[config.mk]
export PLATFORM = sky130hd
export DESIGN_NAME = line_rasterizer_flat
export DESIGN_NICKNAME = d
export VERILOG_FILES = /design/src/hw/rtl/lr_pkg.sv /design/src/hw/rtl/lr_cmd_if.sv /design/src/hw/rtl/lr_pix_if.sv /design/src/hw/rtl/lr_ctrl.sv /design/src/hw/rtl/lr_dpath.sv /design/src/hw/rtl/line_rasterizer.sv /design/src/flat_wrapper.sv
export VERILOG_INCLUDE_DIRS = /design/src /design/src/hw/rtl
export SDC_FILE = /design/constraint.sdc
export NUM_CORES = 1
export LEC_CHECK = 0
export BUFFER_PORTS_ARGS = -buffer_cell sky130_fd_sc_hd__buf_2
export CAP_MARGIN = 0
export CORE_MARGIN = 4
export CORE_UTILIZATION = 31
export DETAILED_ROUTE_END_ITERATION = 10
export SLEW_MARGIN = 25
export SYNTH_ARGS = -nofsm -noshare
export SYNTH_HDL_FRONTEND = slang
export SYNTH_SLANG_ARGS = --single-unit
[constraint.sdc]
create_clock -name clk -period 3.1 [get_ports clk]
set_input_delay 0.465 -clock clk [delete_from_list [all_inputs] [get_ports clk]]
set_output_delay 0.465 -clock clk [all_outputs]
set_load 0.02 [all_outputs]
[src/hw/rtl/assert_macros.svh]
// Assertion macros for the RTL files that check their own behavior.
// Depends on a clock named clk and an active-low reset named arst_n in scope.
`ifndef ASSERT_MACROS_SVH
`define ASSERT_MACROS_SVH

// Same-cycle implication.
`define LR_ASSERT_NOW(label, ante, cons) \
	label: assert property (@(posedge clk) disable iff (!arst_n) (ante) |-> (cons)) \
		else $error("assertion failed: same-cycle implication");

// Next-cycle implication.
`define LR_ASSERT_NEXT(label, ante, cons) \
	label: assert property (@(posedge clk) disable iff (!arst_n) (ante) |=> (cons)) \
		else $error("assertion failed: next-cycle implication");

`endif

[src/hw/rtl/lr_pkg.sv]
// Line rasterizer package: field widths, draw mode codes and the structs
// passed between controller and datapath. No dependencies.
`default_nettype none

package lr_pkg;

	localparam int COORD_W = 6;
	localparam int WORD_W  = 8;
	localparam int BIT_W   = 4;
	localparam int MODE_W  = 2;
	localparam int ERR_W   = 8;

	localparam logic [MODE_W-1:0] MODE_CLEAR  = 2'd0;
	localparam logic [MODE_W-1:0] MODE_SET    = 2'd1;
	localparam logic [MODE_W-1:0] MODE_INVERT = 2'd2;

	typedef struct packed {
		logic [COORD_W-1:0] start_x;
		logic [COORD_W-1:0] start_y;
		logic [COORD_W-1:0] end_x;
		logic [COORD_W-1:0] end_y;
		logic [MODE_W-1:0]  draw_mode;
	} cmd_t;

	typedef struct packed {
		logic [COORD_W-1:0] pixel_x;
		logic [COORD_W-1:0] pixel_y;
		logic [WORD_W-1:0]  word_index;
		logic [BIT_W-1:0]   bit_index;
		logic [MODE_W-1:0]  pixel_mode;
		logic               visible;
		logic               last_pixel;
	} pix_t;

	typedef struct packed {
		logic load;
		logic step;
	} ctrl_t;

	typedef struct packed {
		logic at_end;
	} stat_t;

endpackage

`default_nettype wire

[src/hw/rtl/lr_cmd_if.sv]
// Line command channel: valid/ready handshake with the two endpoints and mode.
// Depends on lr_pkg for field widths.
`default_nettype none

interface lr_cmd_if;
	logic                       valid;
	logic                       ready;
	logic [lr_pkg::COORD_W-1:0] start_x;
	logic [lr_pkg::COORD_W-1:0] start_y;
	logic [lr_pkg::COORD_W-1:0] end_x;
	logic [lr_pkg::COORD_W-1:0] end_y;
	logic [lr_pkg::MODE_W-1:0]  draw_mode;

	modport source (output valid, start_x, start_y, end_x, end_y, draw_mode, input ready);
	modport sink (input valid, start_x, start_y, end_x, end_y, draw_mode, output ready);
endinterface

`default_nettype wire

[src/hw/rtl/lr_pix_if.sv]
// Pixel-write channel: valid/ready handshake with one pixel transaction.
// Depends on lr_pkg for field widths.
`default_nettype none

interface lr_pix_if;
	logic                       valid;
	logic                       ready;
	logic [lr_pkg::COORD_W-1:0] pixel_x;
	logic [lr_pkg::COORD_W-1:0] pixel_y;
	logic [lr_pkg::WORD_W-1:0]  word_index;
	logic [lr_pkg::BIT_W-1:0]   bit_index;
	logic [lr_pkg::MODE_W-1:0]  pixel_mode;
	logic                       visible;
	logic                       last_pixel;

	modport source (output valid, pixel_x, pixel_y, word_index, bit_index, pixel_mode,
		visible, last_pixel, input ready);
	modport sink (input valid, pixel_x, pixel_y, word_index, bit_index, pixel_mode,
		visible, last_pixel, output ready);
endinterface

`default_nettype wire

[src/hw/rtl/lr_ctrl.sv]
// Line rasterizer controller: idle/run state machine and output valid flag.
// Depends on lr_pkg for the command and status structs.
`default_nettype none

module lr_ctrl (
	input  wire logic          clk,
	input  wire logic          arst_n,
	input  wire logic          cmd_valid,
	output logic               cmd_ready,
	output logic               pix_valid,
	input  wire logic          pix_ready,
	output lr_pkg::ctrl_t      ctrl,
	input  wire lr_pkg::stat_t stat
);

	typedef enum logic {
		S_IDLE,
		S_RUN
	} state_t;

	state_t state_q;
	logic   pix_valid_q;
	logic   out_free;

	assign cmd_ready = (state_q == S_IDLE);
	assign pix_valid = pix_valid_q;
	assign out_free  = !pix_valid_q || pix_ready;
	assign ctrl.load = cmd_valid && cmd_ready;
	assign ctrl.step = (state_q == S_RUN) && out_free;

	always_ff @(posedge clk or negedge arst_n) begin
		if (!arst_n) begin
			state_q     <= S_IDLE;
			pix_valid_q <= 1'b0;
		end else begin
			case (state_q)
				S_IDLE: begin
					if (ctrl.load) begin
						state_q <= S_RUN;
					end
				end
				S_RUN: begin
					if (ctrl.step && stat.at_end) begin
						state_q <= S_IDLE;
					end
				end
				default: begin
					state_q <= S_IDLE;
				end
			endcase
			if (ctrl.step) begin
				pix_valid_q <= 1'b1;
			end else if (pix_ready) begin
				pix_valid_q <= 1'b0;
			end
		end
	end

endmodule

`default_nettype wire

[src/hw/rtl/lr_dpath.sv]
// Line rasterizer datapath: line setup, Bresenham stepping registers and the
// pixel output register with framebuffer address. Depends on lr_pkg.
`default_nettype none

module lr_dpath #(
	parameter int SCREEN_WIDTH  = 64,
	parameter int SCREEN_HEIGHT = 48
) (
	input  wire logic          clk,
	input  wire logic          arst_n,
	input  wire lr_pkg::ctrl_t ctrl,
	output lr_pkg::stat_t      stat,
	input  wire lr_pkg::cmd_t  cmd,
	output lr_pkg::pix_t       pix
);

	localparam int HALF_W = SCREEN_WIDTH / 2;
	localparam int CW     = lr_pkg::COORD_W;
	localparam int EW     = lr_pkg::ERR_W;

	logic [CW-1:0]             major_pos_q, major_end_q, minor_pos_q;
	logic [CW-1:0]             major_delta_q, minor_delta_q;
	logic signed [EW-1:0]      err_q;
	logic                      step_down_q, swapped_q;
	logic [lr_pkg::MODE_W-1:0] mode_q;
	lr_pkg::pix_t              pix_q;

	logic [CW-1:0]        adx, ady, a_maj, a_min, b_maj, b_min, min_d;
	logic                 steep;
	logic signed [EW-1:0] err_sub;
	logic [CW-1:0]        px, py;
	logic                 mode_ok, on_screen, writes;
	logic [lr_pkg::WORD_W-1:0] word;

	always_comb begin
		adx   = (cmd.start_x > cmd.end_x) ? cmd.start_x - cmd.end_x : cmd.end_x - cmd.start_x;
		ady   = (cmd.start_y > cmd.end_y) ? cmd.start_y - cmd.end_y : cmd.end_y - cmd.start_y;
		steep = (ady > adx);
		if (steep) begin
			a_maj = cmd.start_y;
			a_min = cmd.start_x;
			b_maj = cmd.end_y;
			b_min = cmd.end_x;
		end else begin
			a_maj = cmd.start_x;
			a_min = cmd.start_y;
			b_maj = cmd.end_x;
			b_min = cmd.end_y;
		end
		if (a_maj > b_maj) begin
			{a_maj, b_maj} = {b_maj, a_maj};
			{a_min, b_min} = {b_min, a_min};
		end
		min_d = (a_min > b_min) ? a_min - b_min : b_min - a_min;
	end

	assign err_sub = err_q - $signed({{(EW-CW){1'b0}}, minor_delta_q});

	assign px        = swapped_q ? minor_pos_q : major_pos_q;
	assign py        = swapped_q ? major_pos_q : minor_pos_q;
	assign mode_ok   = (mode_q <= lr_pkg::MODE_INVERT);
	assign on_screen = ({1'b0, px} < (CW+1)'(SCREEN_WIDTH))
		&& ({1'b0, py} < (CW+1)'(SCREEN_HEIGHT));
	assign writes    = on_screen && mode_ok;
	assign word      = lr_pkg::WORD_W'(px >> 1)
		+ lr_pkg::WORD_W'(lr_pkg::WORD_W'(py >> 3) * lr_pkg::WORD_W'(HALF_W));

	assign stat.at_end = (major_pos_q == major_end_q);
	assign pix         = pix_q;

	always_ff @(posedge clk or negedge arst_n) begin
		if (!arst_n) begin
			major_pos_q   <= '0;
			major_end_q   <= '0;
			minor_pos_q   <= '0;
			major_delta_q <= '0;
			minor_delta_q <= '0;
			err_q         <= '0;
			step_down_q   <= 1'b0;
			swapped_q     <= 1'b0;
			mode_q        <= '0;
		end else if (ctrl.load) begin
			major_pos_q   <= a_maj;
			major_end_q   <= b_maj;
			minor_pos_q   <= a_min;
			major_delta_q <= b_maj - a_maj;
			minor_delta_q <= min_d;
			err_q         <= $signed(EW'((b_maj - a_maj) >> 1));
			step_down_q   <= !(a_min < b_min);
			swapped_q     <= steep;
			mode_q        <= cmd.draw_mode;
		end else if (ctrl.step) begin
			major_pos_q <= major_pos_q + 1'b1;
			if (err_sub < 0) begin
				minor_pos_q <= step_down_q ? minor_pos_q - 1'b1 : minor_pos_q + 1'b1;
				err_q       <= err_sub + $signed({{(EW-CW){1'b0}}, major_delta_q});
			end else begin
				err_q <= err_sub;
			end
		end
	end

	always_ff @(posedge clk) begin
		if (ctrl.step) begin
			pix_q.pixel_x    <= px;
			pix_q.pixel_y    <= py;
			pix_q.word_index <= writes ? word : '0;
			pix_q.bit_index  <= {px[0], py[2:0]};
			pix_q.pixel_mode <= mode_ok ? mode_q : lr_pkg::MODE_CLEAR;
			pix_q.visible    <= writes;
			pix_q.last_pixel <= stat.at_end;
		end
	end

endmodule

`default_nettype wire

[src/hw/rtl/line_rasterizer.sv]
// Line rasterizer top level: joins lr_ctrl and lr_dpath to the command and pixel channels.
// Pixels are registered: an accepted command moves the state machine to run, and each step
// loads the pixel output register. Throughput: one pixel per cycle while pix.ready is high;
// N = major-axis span + 1 pixels per line (at most 64), all stepped before a new command.
// Reset: arst_n clears the state machine, output valid and stepping state at once.
`default_nettype none
`include "assert_macros.svh"

module line_rasterizer #(
	parameter int SCREEN_WIDTH  = 64,
	parameter int SCREEN_HEIGHT = 48
) (
	input wire logic clk,
	input wire logic arst_n,
	lr_cmd_if.sink   cmd,
	lr_pix_if.source pix
);

	lr_pkg::ctrl_t ctrl;
	lr_pkg::stat_t stat;
	lr_pkg::cmd_t  cmd_data;
	lr_pkg::pix_t  pix_data;

	assign cmd_data.start_x   = cmd.start_x;
	assign cmd_data.start_y   = cmd.start_y;
	assign cmd_data.end_x     = cmd.end_x;
	assign cmd_data.end_y     = cmd.end_y;
	assign cmd_data.draw_mode = cmd.draw_mode;

	assign pix.pixel_x    = pix_data.pixel_x;
	assign pix.pixel_y    = pix_data.pixel_y;
	assign pix.word_index = pix_data.word_index;
	assign pix.bit_index  = pix_data.bit_index;
	assign pix.pixel_mode = pix_data.pixel_mode;
	assign pix.visible    = pix_data.visible;
	assign pix.last_pixel = pix_data.last_pixel;

	lr_ctrl u_ctrl (
		.clk       (clk),
		.arst_n    (arst_n),
		.cmd_valid (cmd.valid),
		.cmd_ready (cmd.ready),
		.pix_valid (pix.valid),
		.pix_ready (pix.ready),
		.ctrl      (ctrl),
		.stat      (stat)
	);

	lr_dpath #(
		.SCREEN_WIDTH  (SCREEN_WIDTH),
		.SCREEN_HEIGHT (SCREEN_HEIGHT)
	) u_dpath (
		.clk    (clk),
		.arst_n (arst_n),
		.ctrl   (ctrl),
		.stat   (stat),
		.cmd    (cmd_data),
		.pix    (pix_data)
	);

	`LR_ASSERT_NEXT(a_busy_after_accept, cmd.valid && cmd.ready, !cmd.ready)
	`LR_ASSERT_NOW(a_hidden_no_word, pix.valid && !pix.visible, pix.word_index == 8'd0)
	`LR_ASSERT_NOW(a_visible_mode_ok, pix.valid && pix.visible, pix.pixel_mode <= lr_pkg::MODE_INVERT)

endmodule

`default_nettype wire
[src/flat_wrapper.sv]
// flat-port wrapper written by rule: the top's interface ports become plain ports
module line_rasterizer_flat 
#(
	parameter int SCREEN_WIDTH  = 64,
	parameter int SCREEN_HEIGHT = 48
)
  (clk, arst_n, cmd_valid, cmd_start_x, cmd_start_y, cmd_end_x, cmd_end_y, cmd_draw_mode, cmd_ready, pix_valid, pix_pixel_x, pix_pixel_y, pix_word_index, pix_bit_index, pix_pixel_mode, pix_visible, pix_last_pixel, pix_ready);
  lr_cmd_if cmd_i ();
  lr_pix_if pix_i ();
  input wire logic clk;
  input wire logic arst_n;
  input wire logic [$bits(cmd_i.valid)-1:0] cmd_valid;
  input wire logic [$bits(cmd_i.start_x)-1:0] cmd_start_x;
  input wire logic [$bits(cmd_i.start_y)-1:0] cmd_start_y;
  input wire logic [$bits(cmd_i.end_x)-1:0] cmd_end_x;
  input wire logic [$bits(cmd_i.end_y)-1:0] cmd_end_y;
  input wire logic [$bits(cmd_i.draw_mode)-1:0] cmd_draw_mode;
  output wire logic [$bits(cmd_i.ready)-1:0] cmd_ready;
  output wire logic [$bits(pix_i.valid)-1:0] pix_valid;
  output wire logic [$bits(pix_i.pixel_x)-1:0] pix_pixel_x;
  output wire logic [$bits(pix_i.pixel_y)-1:0] pix_pixel_y;
  output wire logic [$bits(pix_i.word_index)-1:0] pix_word_index;
  output wire logic [$bits(pix_i.bit_index)-1:0] pix_bit_index;
  output wire logic [$bits(pix_i.pixel_mode)-1:0] pix_pixel_mode;
  output wire logic [$bits(pix_i.visible)-1:0] pix_visible;
  output wire logic [$bits(pix_i.last_pixel)-1:0] pix_last_pixel;
  input wire logic [$bits(pix_i.ready)-1:0] pix_ready;
  assign cmd_i.valid = cmd_valid;
  assign cmd_i.start_x = cmd_start_x;
  assign cmd_i.start_y = cmd_start_y;
  assign cmd_i.end_x = cmd_end_x;
  assign cmd_i.end_y = cmd_end_y;
  assign cmd_i.draw_mode = cmd_draw_mode;
  assign cmd_ready = cmd_i.ready;
  assign pix_valid = pix_i.valid;
  assign pix_pixel_x = pix_i.pixel_x;
  assign pix_pixel_y = pix_i.pixel_y;
  assign pix_word_index = pix_i.word_index;
  assign pix_bit_index = pix_i.bit_index;
  assign pix_pixel_mode = pix_i.pixel_mode;
  assign pix_visible = pix_i.visible;
  assign pix_last_pixel = pix_i.last_pixel;
  assign pix_i.ready = pix_ready;
  line_rasterizer #(.SCREEN_WIDTH(SCREEN_WIDTH), .SCREEN_HEIGHT(SCREEN_HEIGHT)) u_core (.clk(clk), .arst_n(arst_n), .cmd(cmd_i), .pix(pix_i));
endmodule
Yosys cells after proc, flatten, opt, wreduce, memory -nomap -nowiden

Index checks and enable logic that the tools add are counted.

Flip-flop bits (word level): 72
Output and inout port bits: 30

Bitwise logic cells: 1
Reduce and logical (&&, ||, !) cells: 11
$add $sub $neg: 14
Order comparisons: 9
Equal/unequal tests: 1
Multiplexer cells: 27

Operators by type and width:

| operator              | count |
|---|---|
| $mux W6               | 19 |
| $sub A6 B6 Y6         | 7 |
| $gt A6 B6 Y1          | 5 |
| $mux W8               | 3 |
| $add A6 B1 Y6 const B | 2 |
| $add A5 B8 Y8         | 1 |
| $add A8 B7 Y8         | 1 |
| $lt A8 B1 Y1 const B  | 1 |
| $sub A8 B7 Y8         | 1 |
| $sub A6 B6 Y7         | 1 |
| $eq A6 B6 Y1          | 1 |
| $lt A6 B6 Y1          | 1 |
| $lt A6 B6 Y1 const B  | 1 |
| $reduce_bool A2 Y1    | 3 |
| $sub A6 B1 Y6 const B | 1 |
| $logic_and A1 B1 Y1   | 4 |
| $mux W1               | 4 |
| $le A2 B2 Y1 const B  | 1 |
| $logic_not A1 Y1      | 2 |
| $pmux W1 S2           | 1 |
| $reduce_and A2 Y1     | 1 |
| $logic_or A1 B1 Y1    | 1 |
| $not A1 Y1            | 1 |

Logic depth before layout (Yosys ltp)

Gate-level depths: netlist of the first run.

Depth in word-level cells: 8
Gate-level depth with buffers: 41
Mapped depth without buffers: 37

Modules after synthesis

From an unflattened synthesis of the first run, not the netlist that was laid out.

Cells, all modules: 708
Area, all modules: 6,262.3 um2

By module, submodules not included:

| module   | cells an instance | sequential area each (um2) | instances | area each (um2) |
|---|---|---|---|---|
| lr_dpath | 699               | 1,771.7                    | 1         | 6,165.9 |
| lr_ctrl  | 9                 | 50.0                       | 1         | 96.3 |

Worst setup path after synthesis of the first run

OpenSTA, ideal clock, no wires.

Path kind: input -> register
Start point: input port cmd_start_y[0]
End point: register u_core.u_dpath.minor_delta_q[5]
Library setup time: 0.136 ns
Data arrival time: 7.659 ns
Slack: -4.695 ns
Data required time: 2.964 ns
Cell stages on the path: 40
Cells stage by stage: inv_1 > ha_1 > inv_1 > fa_1 > a21o_1 > a21o_1 > a21o_1 > a21oi_1 > a31oi_1 > a211oi_1 > a21oi_1 > xor2_1 > ha_1 > and4_4 > o21ai_2 > a32oi_4 > buf_2 > clkbuf_1 > [4 not listed] > o31ai_4 > buf_6 > buf_4 > nand2_1 > o211ai_1 > and2_1 > ha_1 > inv_1 > fa_1 > a21o_1 > a21o_1 > a21o_1 > a21oi_1 > a31oi_1 > a211oi_1 > a21oi_1 > xnor2_1 > o21ai_0

Word-level cells in the longest chain between the ends: 8

Ends and longest elaborated chain:

| element                                              | line               | source |
|---|---|---|
| from (decl)                                          | flat_wrapper.sv:14 | `input wire logic [$bits(cmd_i.start_y)-1:0] cmd_start_y;` |
| $sub A6 B6 Y6 / $gt A6 B6 Y1 (equally long branches) | lr_dpath.sv:37     | `ady = (cmd.start_y > cmd.end_y) ? cmd.start_y - cmd.end_y : cmd.end_y - cmd.start_y;` |
| $mux W6                                              | lr_dpath.sv:37     |  |
| $gt A6 B6 Y1                                         | lr_dpath.sv:38     | `steep = (ady > adx);` |
| $mux W6                                              | lr_dpath.sv:39     | `if (steep) begin` |
| $gt A6 B6 Y1                                         | lr_dpath.sv:50     | `if (a_maj > b_maj) begin` |
| $mux W6                                              | lr_dpath.sv:50     |  |
| $sub A6 B6 Y6 / $gt A6 B6 Y1 (equally long branches) | lr_dpath.sv:54     | `min_d = (a_min > b_min) ? a_min - b_min : b_min - a_min;` |
| $mux W6 (*)                                          | lr_dpath.sv:54     |  |
| to (signal assigned)                                 | lr_dpath.sv:87     | `minor_delta_q <= min_d;` |
| to (decl)                                            | lr_dpath.sv:22     | `logic [CW-1:0] major_delta_q, minor_delta_q;` |

Every way passes the cells marked *; elsewhere a longest branch is shown, timed or not.
A chain may end at the register's enable or synchronous reset.

Worst setup path in the final report of the first run

Ends and elaborated chain as after synthesis.

==> impl_metrics.env, run 1 <==
export IMPL_synth_async_reset_ratio=0.647
export IMPL_grt_overflow_total=0
export IMPL_post_place_ws_ns=-4.24
export IMPL_grt_busiest_layer="met2"
export IMPL_grt_pass1_wl_mm=27.2
export IMPL_routedWlPerCell_um=14.7
export IMPL_startpoint_type="input port"
export IMPL_outcome="finished, violations left"
export IMPL_synth_largest_area_cell="dfrtp_1"
export IMPL_diodes=0
export IMPL_viasPerCell=4.81
export IMPL_ys_ff_latch=68
export IMPL_layout_min_cycle_time_ns=6.89
export IMPL_syn_inst=694
export IMPL_grt_max_degree=48
export IMPL_worstSkewPairLatency_ns=0.33
export IMPL_drt_antenna_violating_nets=0
export IMPL_initial_core_util=0.320
export IMPL_slew_violations=0
export IMPL_slew_headroom=0.453
export IMPL_min_path_type="in2async"
export IMPL_path_common_cell="a21o_1"
export IMPL_synth_most_common_cell="nand2_1"
export IMPL_skew_ns=0.00545
export IMPL_critPathMaxFanout=6
export IMPL_numClockSinks=68
export IMPL_grt_util_all_layers=0.153
export IMPL_cts_root_buf="clkbuf_16"
export IMPL_worstPathRequired_ns=3.29
export IMPL_nNetsFinal=1014
export IMPL_ys_seq_area_frac=0.300
export IMPL_core_area_um2=19000
export IMPL_gp_routability_congestion=0.932
export IMPL_antenna_found_initial=0
export IMPL_fin_ws_ns=-3.79
export IMPL_synth_top_cell_area_share=0.181
export IMPL_hold_violations=0
export IMPL_fin_hold_ws_ns=0.129
export IMPL_numCtsBuffers=9
export IMPL_avgSynthCellArea_um2=8.76
export IMPL_setup_viol=39
export IMPL_cpPeakStageDelay_ns=0.33
export IMPL_synth_commonest_cells="nand2_1, inv_1, ha_1"
export IMPL_cap_violations=0
export IMPL_drt_wl_total_mm=17.3
export IMPL_max_freq_mhz=145
export IMPL_synth_nets=794
export IMPL_gr_usage_met3=0.0276
export IMPL_ys_warnings_count=0
export IMPL_arrival_ns=7.08
export IMPL_vias=5670
export IMPL_fp_dieH_um=148
export IMPL_num_io_pins=60
export IMPL_finalCritPeriodShare=2.22
export IMPL_rsz0062_at_grt="yes"
export IMPL_hpwlAfterDp_mm=13.0
export IMPL_synthFlopType="dfrtp_1"
export IMPL_drive_above_1_share=0.379
export IMPL_hold_buffers=0
export IMPL_cts_buffer_depth=2
export IMPL_syn_to_final_growth_pct=46.6
export IMPL_htree_num_levels=3
export IMPL_die_area_um2=21900
export IMPL_synth_edf_count=24
export IMPL_tightest_slew_ns=0.818
export IMPL_synth_cell_types=48
export IMPL_grt_use_met2=0.250
export IMPL_remaining_drc_errors=0
export IMPL_cpMaxStageDelayCell="fa_2"
export IMPL_end_kind="register"
export IMPL_ys_top_cells_by_area="dfrtp_1, ha_1, edfxtp_1"
export IMPL_grt_pass1_vias=5384
export IMPL_die_w_um=148
export IMPL_drtPass1Iterations=5
export IMPL_rows=50
export IMPL_clk_pin_slew_ns=0.05
export IMPL_cts_tree="done"
export IMPL_violations="setup timing"
export IMPL_port_buffers=59
export IMPL_grt_use_met1=0.210
export IMPL_crit_type="in2reg"
export IMPL_synth_area_um2=6080
export IMPL_drt_iter0_markers=327
per-stage QoR:
stage	TNS, ns	util	instance area (um2)	cells
after floorplan	-107.22	-	6240	694
after CTS	-95.70	0.453	8610	1170
final	-99.84	0.469	8910	1179
after global routing	-107.91	0.469	8910	1179
after detailed placement	-119.59	0.408	7760	1126
after global placement	-114.54	0.408	7760	1126
flip-flops by register name, summed over array words and instances (netlist names), 2 cells and up:
register and count:
u_core.u_dpath.err_q 8, u_core.u_dpath.major_delta_q 6, u_core.u_dpath.major_end_q 6, u_core.u_dpath.major_pos_q 6, u_core.u_dpath.minor_delta_q 6, u_core.u_dpath.minor_pos_q 6
u_core.u_dpath.mode_q 2, u_core.u_dpath.pix 24
cells in the final DEF (no fill, tap or decap), drive strengths merged, types with 2 or more instances in the layout:
cell type	instances
a211o	2
a211oi	7
a21o	31
a21oi	45
a31oi	9
and2	7
and3	2
and4	5
buf	234
clkbuf	12
clkinv	4
clkinvlp	2
dfrtp	44
edfxtp	24
fa	9
ha	61
inv	67
mux2	13
mux2i	45
nand2	92
nand2b	4
nand3	10
nand4	3
nor2	43
nor2b	12
nor3	5
nor3b	2
o211ai	16
o21ai	47
o21bai	10
xnor2	23
xor2	16
kinds of logic after synthesis:
family / synth area share
buf+inv: 0.0650
flops: 0.300
fa+ha+maj: 0.155
xor+xnor: 0.0562
simple gates: 0.136
compound gates: 0.186
mux: 0.102
timing repair:
action | in CTS | in global routing
resized for setup | 67 | 47
hold endpoints to repair | 0 | 0
pin swaps | 13 | 14
buffers inserted | 29 | 15
setup endpoints to repair | 39 | 39
cloned | 2 | 2
area by class of cell:
| type | instances | area, um2 |
|---|---|---|
| clock buffer | 10 | 229 |
| clock inverter | 6 | 56.3 |
| fill | 1789 | 10100 |
| inverter | 68 | 275 |
| multi-input combinational | 530 | 4320 |
| sequential | 68 | 1820 |
| tap | 260 | 325 |
| timing repair buffer | 237 | 1880 |
per-layer routing:
metal	wire, um	share of wire
met2	8210	0.47
met1	8050	0.46
met5	0	0
met3	774	0.045
met4	284	0.016
worst max-delay path, delay by kind of cell:
family / cells / cell delay, ns
adder cells (fa/ha/maj): 6 / 1.49
multiplexers: 2 / 0.54
XOR/XNOR: 1 / 0.15
AND/OR/NAND/NOR: 2 / 0.28
AO/OA/AOI/OAI: 19 / 3.06
buffers and inverters: 10 / 1.05
final timing paths:
| path | endpoint | cells past startpoint | start | slack (ns) |
|---|---|---|---|---|
| max | u_core.u_dpath.minor_delta_q[5] | 40 | cmd_start_y[0] | -3.79 |
| min in group clk | u_core.u_dpath.mode_q[1] | 3 | cmd_draw_mode[1] | 0.33 |
| max reg2reg | u_core.u_dpath.err_q[5] | 12 | u_core.u_dpath.minor_delta_q[0] | 0.20 |
| min | u_core.u_dpath.major_delta_q[2] | 1 | arst_n | 0.13 |
| max in group asynchronous | u_core.u_dpath.minor_pos_q[2] | 1 | arst_n | 2.57 |
| min reg2reg | u_core.u_dpath.minor_delta_q[4] | 2 | u_core.u_dpath.minor_delta_q[4] | 0.48 |
Power of run 1 is left out: the tool's default activity adds up to more than one toggle a clock period on the data nets, which glitch-free logic cannot reach.
==> run 2, diff against run 1 <==
- GPL_TIMING_DRIVEN: unset -> 0
- SKIP_LAST_GASP: unset -> 1
==> impl_metrics.env, run 2 (synthesis results as in run 1) <==
export IMPL_setup_viol=39
export IMPL_die_area_um2=21900
export IMPL_syn_to_final_growth_pct=34.8
export IMPL_path_common_cell="a21o_1"
export IMPL_worstSkewPairLatency_ns=0.33
export IMPL_critical_path_buf_inv_count=10
export IMPL_cts_tree="done"
export IMPL_cpMaxStageDelayCell="fa_2"
export IMPL_gp_routability_congestion=0.856
export IMPL_fp_dieH_um=148
export IMPL_clk_pin_slew_ns=0.06
export IMPL_max_freq_mhz=136
export IMPL_finalCritPeriodShare=2.36
export IMPL_vias=5423
export IMPL_grt_pass1_vias=5210
export IMPL_hold_buffers=0
export IMPL_arrival_ns=7.52
export IMPL_drt_antenna_violating_nets=0
export IMPL_antenna_found_initial=0
export IMPL_outcome="finished, violations left"
export IMPL_hpwlAfterDp_mm=12.6
export IMPL_slew_violations=0
export IMPL_initial_core_util=0.320
export IMPL_drt_wl_total_mm=17.2
export IMPL_drtPass1Iterations=5
export IMPL_layout_min_cycle_time_ns=7.33
export IMPL_skew_ns=0.00474
export IMPL_cap_violations=0
export IMPL_grt_overflow_total=0
export IMPL_die_w_um=148
export IMPL_layout_common_cells="nand2_1, buf_4, inv_1"
export IMPL_fin_hold_ws_ns=0.123
export IMPL_fin_ws_ns=-4.23
export IMPL_critPathTopFamily="compound AO/OA/AOI/OAI gates"
export IMPL_violations="setup timing"
export IMPL_startpoint_type="input port"
export IMPL_viasPerCell=4.97
export IMPL_grt_util_all_layers=0.152
export IMPL_drt_iter0_markers=359
export IMPL_crit_type="in2reg"
export IMPL_diodes=0
export IMPL_nNetsFinal=927
export IMPL_final_common_cell="nand2_1"
export IMPL_hold_violations=0
export IMPL_cts_buffer_depth=2
export IMPL_cpPeakStageDelay_ns=0.34
export IMPL_rows=50
export IMPL_cts_root_buf="clkbuf_16"
export IMPL_port_buffers=59
export IMPL_grt_max_degree=45
export IMPL_worstPathRequired_ns=3.30
export IMPL_num_io_pins=60
export IMPL_remaining_drc_errors=0
export IMPL_min_path_type="in2async"
export IMPL_numCtsBuffers=9
export IMPL_numClockSinks=68
export IMPL_tightest_slew_ns=0.717
export IMPL_post_route_util=0.431
export IMPL_end_kind="register"
export IMPL_routedWlPerCell_um=15.8
export IMPL_grt_pass1_wl_mm=26.9
export IMPL_critPathMaxFanout=10
export IMPL_rsz0062_at_grt="yes"
export IMPL_largest_register="u_core.u_dpath.pix"
export IMPL_drive_above_1_share=0.298
export IMPL_slew_headroom=0.521
export IMPL_largestRegisters="u_core.u_dpath.pix x24, u_core.u_dpath.err_q x8"
export IMPL_final_setup_tns_ns=-107.02
export IMPL_core_area_um2=19000
export IMPL_largest_reg_flops=24
export IMPL_htree_num_levels=3
[run 2: cell types whose count changed in the layout (fill, tap and decap cells not counted), sizes merged]
cell	change
bufbuf	-1
clkinv	+2
bufinv	+2
inv	-1
clkbuf	+13
clkinvlp	-2
buf	-100
[run 2: area by class of cell]
class                      count  area [um2]
fill                        1873       10800
buffer                        27         204
multi-input combinational    530        4310
timing repair buffer         123         893
inverter                      68         295
clock buffer                   9         225
sequential                    68        1820
clock inverter                 7         115
tap                          260         325
[run 2: final timing paths]
path	cells after the start	to	from	slack, ns
setup reg to reg	11	u_core.u_dpath.minor_pos_q[3]	u_core.u_dpath.minor_delta_q[1]	0.07
setup / recovery	40	u_core.u_dpath.minor_delta_q[2]	cmd_start_x[0]	-4.23
hold reg to reg	2	u_core.u_dpath.minor_delta_q[4]	u_core.u_dpath.minor_delta_q[4]	0.50
max in group asynchronous	1	u_core.u_dpath.major_end_q[0]	arst_n	2.58
min in group clk	3	u_core.u_dpath.mode_q[1]	cmd_draw_mode[1]	0.33
hold / removal	1	u_core.u_dpath.err_q[7]	arst_n	0.12
[run 2: per-layer routing]
layer / GRT usage / vias to the layer above / wire length [um]
met5: 0 / - / 0
met4: 0.0610 / 0 / 585
met3: 0.0205 / 35 / 724
met2: 0.233 / 143 / 7620
met1: 0.217 / 2562 / 8300
li1: - / 2683 / -
[run 2: timing repair]
item | 4_1_cts | 5_1_grt
setup endpoints to repair | 39 | 40
setup buffers | 45 | 24
gates resized for setup | 65 | 47
pin swaps | 21 | 29
[run 2: stage by stage]
stage	cells	setup WS, ns	instance area, um2
finish	1092	-4.23	8190
CTS	1074	-4.04	7850
detailed placement	1014	-5.41	6880
global placement	1013	-5.37	6860
floorplan	694	-4.10	6240
global route	1092	-4.56	8190
Power of run 2 is left out for the same reason.
==> run 3, diff against run 2 <==
- clock period: 3.1 -> 9.4 ns (I/O delays scaled with it)
==> impl_metrics.env, run 3 (synthesis results as in run 1) <==
export IMPL_cts_tree="done"
export IMPL_layout_min_cycle_time_ns=8.84
export IMPL_startpoint_type="input port"
export IMPL_crit_type="in2reg"
export IMPL_hold_violations=0
export IMPL_initial_core_util=0.320
export IMPL_cpMaxStageDelayCell="a31oi_2"
export IMPL_rsz0062_at_grt="no"
export IMPL_regArea_um2=1820
export IMPL_hpwlAfterDp_mm=12.1
export IMPL_r2r_end="u_core.u_dpath.minor_pos_q[2]"
export IMPL_vias=4996
export IMPL_skew_ns=0.00672
export IMPL_gp_routability_congestion=0.842
export IMPL_min_path_type="reg2reg"
export IMPL_post_place_ws_ns=-0.744
export IMPL_reg2reg_from="u_core.u_dpath.minor_delta_q[1]"
export IMPL_tightest_slew_ns=0.970
export IMPL_syn_to_final_growth_pct=17.0
export IMPL_worstSkewPairLatency_ns=0.33
export IMPL_layout_common_cells="nand2_1, inv_1, buf_2, ha_1, dfrtp_1"
export IMPL_post_dp_cell_area_um2=6720
export IMPL_remaining_drc_errors=0
export IMPL_numCtsBuffers=9
export IMPL_largest_register="u_core.u_dpath.pix"
export IMPL_drt_antenna_violating_nets=0
export IMPL_critical_path_buf_inv_count=8
export IMPL_fp_dieH_um=148
export IMPL_worstHoldStart="u_core.u_dpath.minor_delta_q[3]"
export IMPL_drive_above_1_share=0.157
export IMPL_arrival_ns=9.02
export IMPL_hold_buffers=0
export IMPL_fin_area_um2=7110
export IMPL_antenna_found_initial=0
export IMPL_grt_pass1_wl_mm=24.7
export IMPL_viasPerCell=4.83
export IMPL_port_buffers=59
export IMPL_drtPass1Iterations=5
export IMPL_slew_headroom=0.351
export IMPL_largest_reg_flops=24
export IMPL_core_area_um2=19000
export IMPL_routedWlPerCell_um=14.6
export IMPL_cpPeakStageDelay_ns=0.40
export IMPL_grt_overflow_total=0
export IMPL_multi_input_area_um2=3920
export IMPL_nNetsFinal=870
export IMPL_grt_max_degree=45
export IMPL_critPathTopFamily="compound AO/OA/AOI/OAI gates"
export IMPL_drt_iter0_markers=294
export IMPL_drt_wl_total_mm=15.1
export IMPL_cts_buffer_depth=2
export IMPL_worstPathRequired_ns=9.58
export IMPL_setup_viol=0
export IMPL_largestRegisters="u_core.u_dpath.pix x24, u_core.u_dpath.err_q x8"
export IMPL_hold_depth=2
export IMPL_rows=50
export IMPL_cap_violations=0
export IMPL_finalCritPeriodShare=0.941
export IMPL_end_kind="register"
export IMPL_die_area_um2=21900
export IMPL_hold_end="u_core.u_dpath.minor_delta_q[3]"
export IMPL_n_fill_cell=1984
export IMPL_num_io_pins=60
export IMPL_grt_util_all_layers=0.138
export IMPL_slew_violations=0
export IMPL_htree_num_levels=3
export IMPL_outcome="completed"
export IMPL_numClockSinks=68
export IMPL_ff2ff_path_depth=11
export IMPL_final_common_cell="nand2_1"
export IMPL_max_freq_mhz=113
export IMPL_diodes=0
export IMPL_clk_pin_slew_ns=0.05
export IMPL_grt_pass1_vias=4823
export IMPL_die_w_um=148
export IMPL_cts_root_buf="clkbuf_16"
export IMPL_critPathMaxFanout=10
export IMPL_r2r_slack_ns=6.05
export IMPL_fin_ws_ns=0.559
export IMPL_path_common_cell="a21o_1"
run 3: how the worst max path moves through the flow:
| stage | from | endpoint | cells past startpoint |
|---|---|---|---|
| 2_1_floorplan | cmd_start_y[0] | u_core.u_dpath.minor_delta_q[5] | 40 |
| 3_3_place_gp | cmd_start_y[0] | u_core.u_dpath.minor_delta_q[5] | 38 |
| 3_5_place_dp | cmd_start_x[0] | u_core.u_dpath.minor_delta_q[5] | 38 |
| 4_1_cts | cmd_start_y[0] | u_core.u_dpath.minor_delta_q[5] | 39 |
| 5_1_grt | cmd_start_x[0] | u_core.u_dpath.minor_delta_q[5] | 41 |
| 6_report | cmd_start_x[0] | u_core.u_dpath.minor_delta_q[4] | 39 |
run 3: repair_timing:
item | 4_1_cts | 5_1_grt
resized for setup | 3 | 16
setup buffers | 2 | 3
setup endpoints to repair | 5 | 5
pin swaps | 1 | 4
run 3: worst min-delay path: stages (launching register included):
cell,delay (ns)
dfrtp_1,0.35
nand2_1,0.05
o21ai_0,0.06
run 3: per-layer routing:
| metal | global-route usage | part of all wire | vias to the layer above |
|---|---|---|---|
| li1 | - | - | 2557 |
| met1 | 0.203 | 0.51 | 2310 |
| met2 | 0.219 | 0.44 | 120 |
| met3 | 0.0193 | 0.048 | 9 |
| met4 | 0.0240 | 0.0065 | 0 |
| met5 | 0 | 0 | - |
run 3: through the flow:
| stage | utilization | TNS, ns | cells | hold WS, ns |
|---|---|---|---|---|
| 2_1_floorplan | - | 0 | 694 | 0.450 |
| 3_3_place_gp | 0.352 | -3.29 | 1013 | 0.468 |
| 3_5_place_dp | 0.353 | -3.36 | 1014 | 0.481 |
| 4_1_cts | 0.370 | 0 | 1032 | 0.498 |
| 5_1_grt | 0.374 | 0 | 1035 | 0.523 |
| 6_report | 0.374 | 0 | 1035 | 0.494 |
run 3: final cells by class:
class	count	share of cell area
multi-input cells	530	0.551
flip-flops and latches	68	0.256
repair buffers	65	0.0500
well taps	260	0.0457
inverters	68	0.0359
clock buffers	10	0.0322
plain buffers	28	0.0215
clock inverters	6	0.00792
Power of run 3 is left out for the same reason.
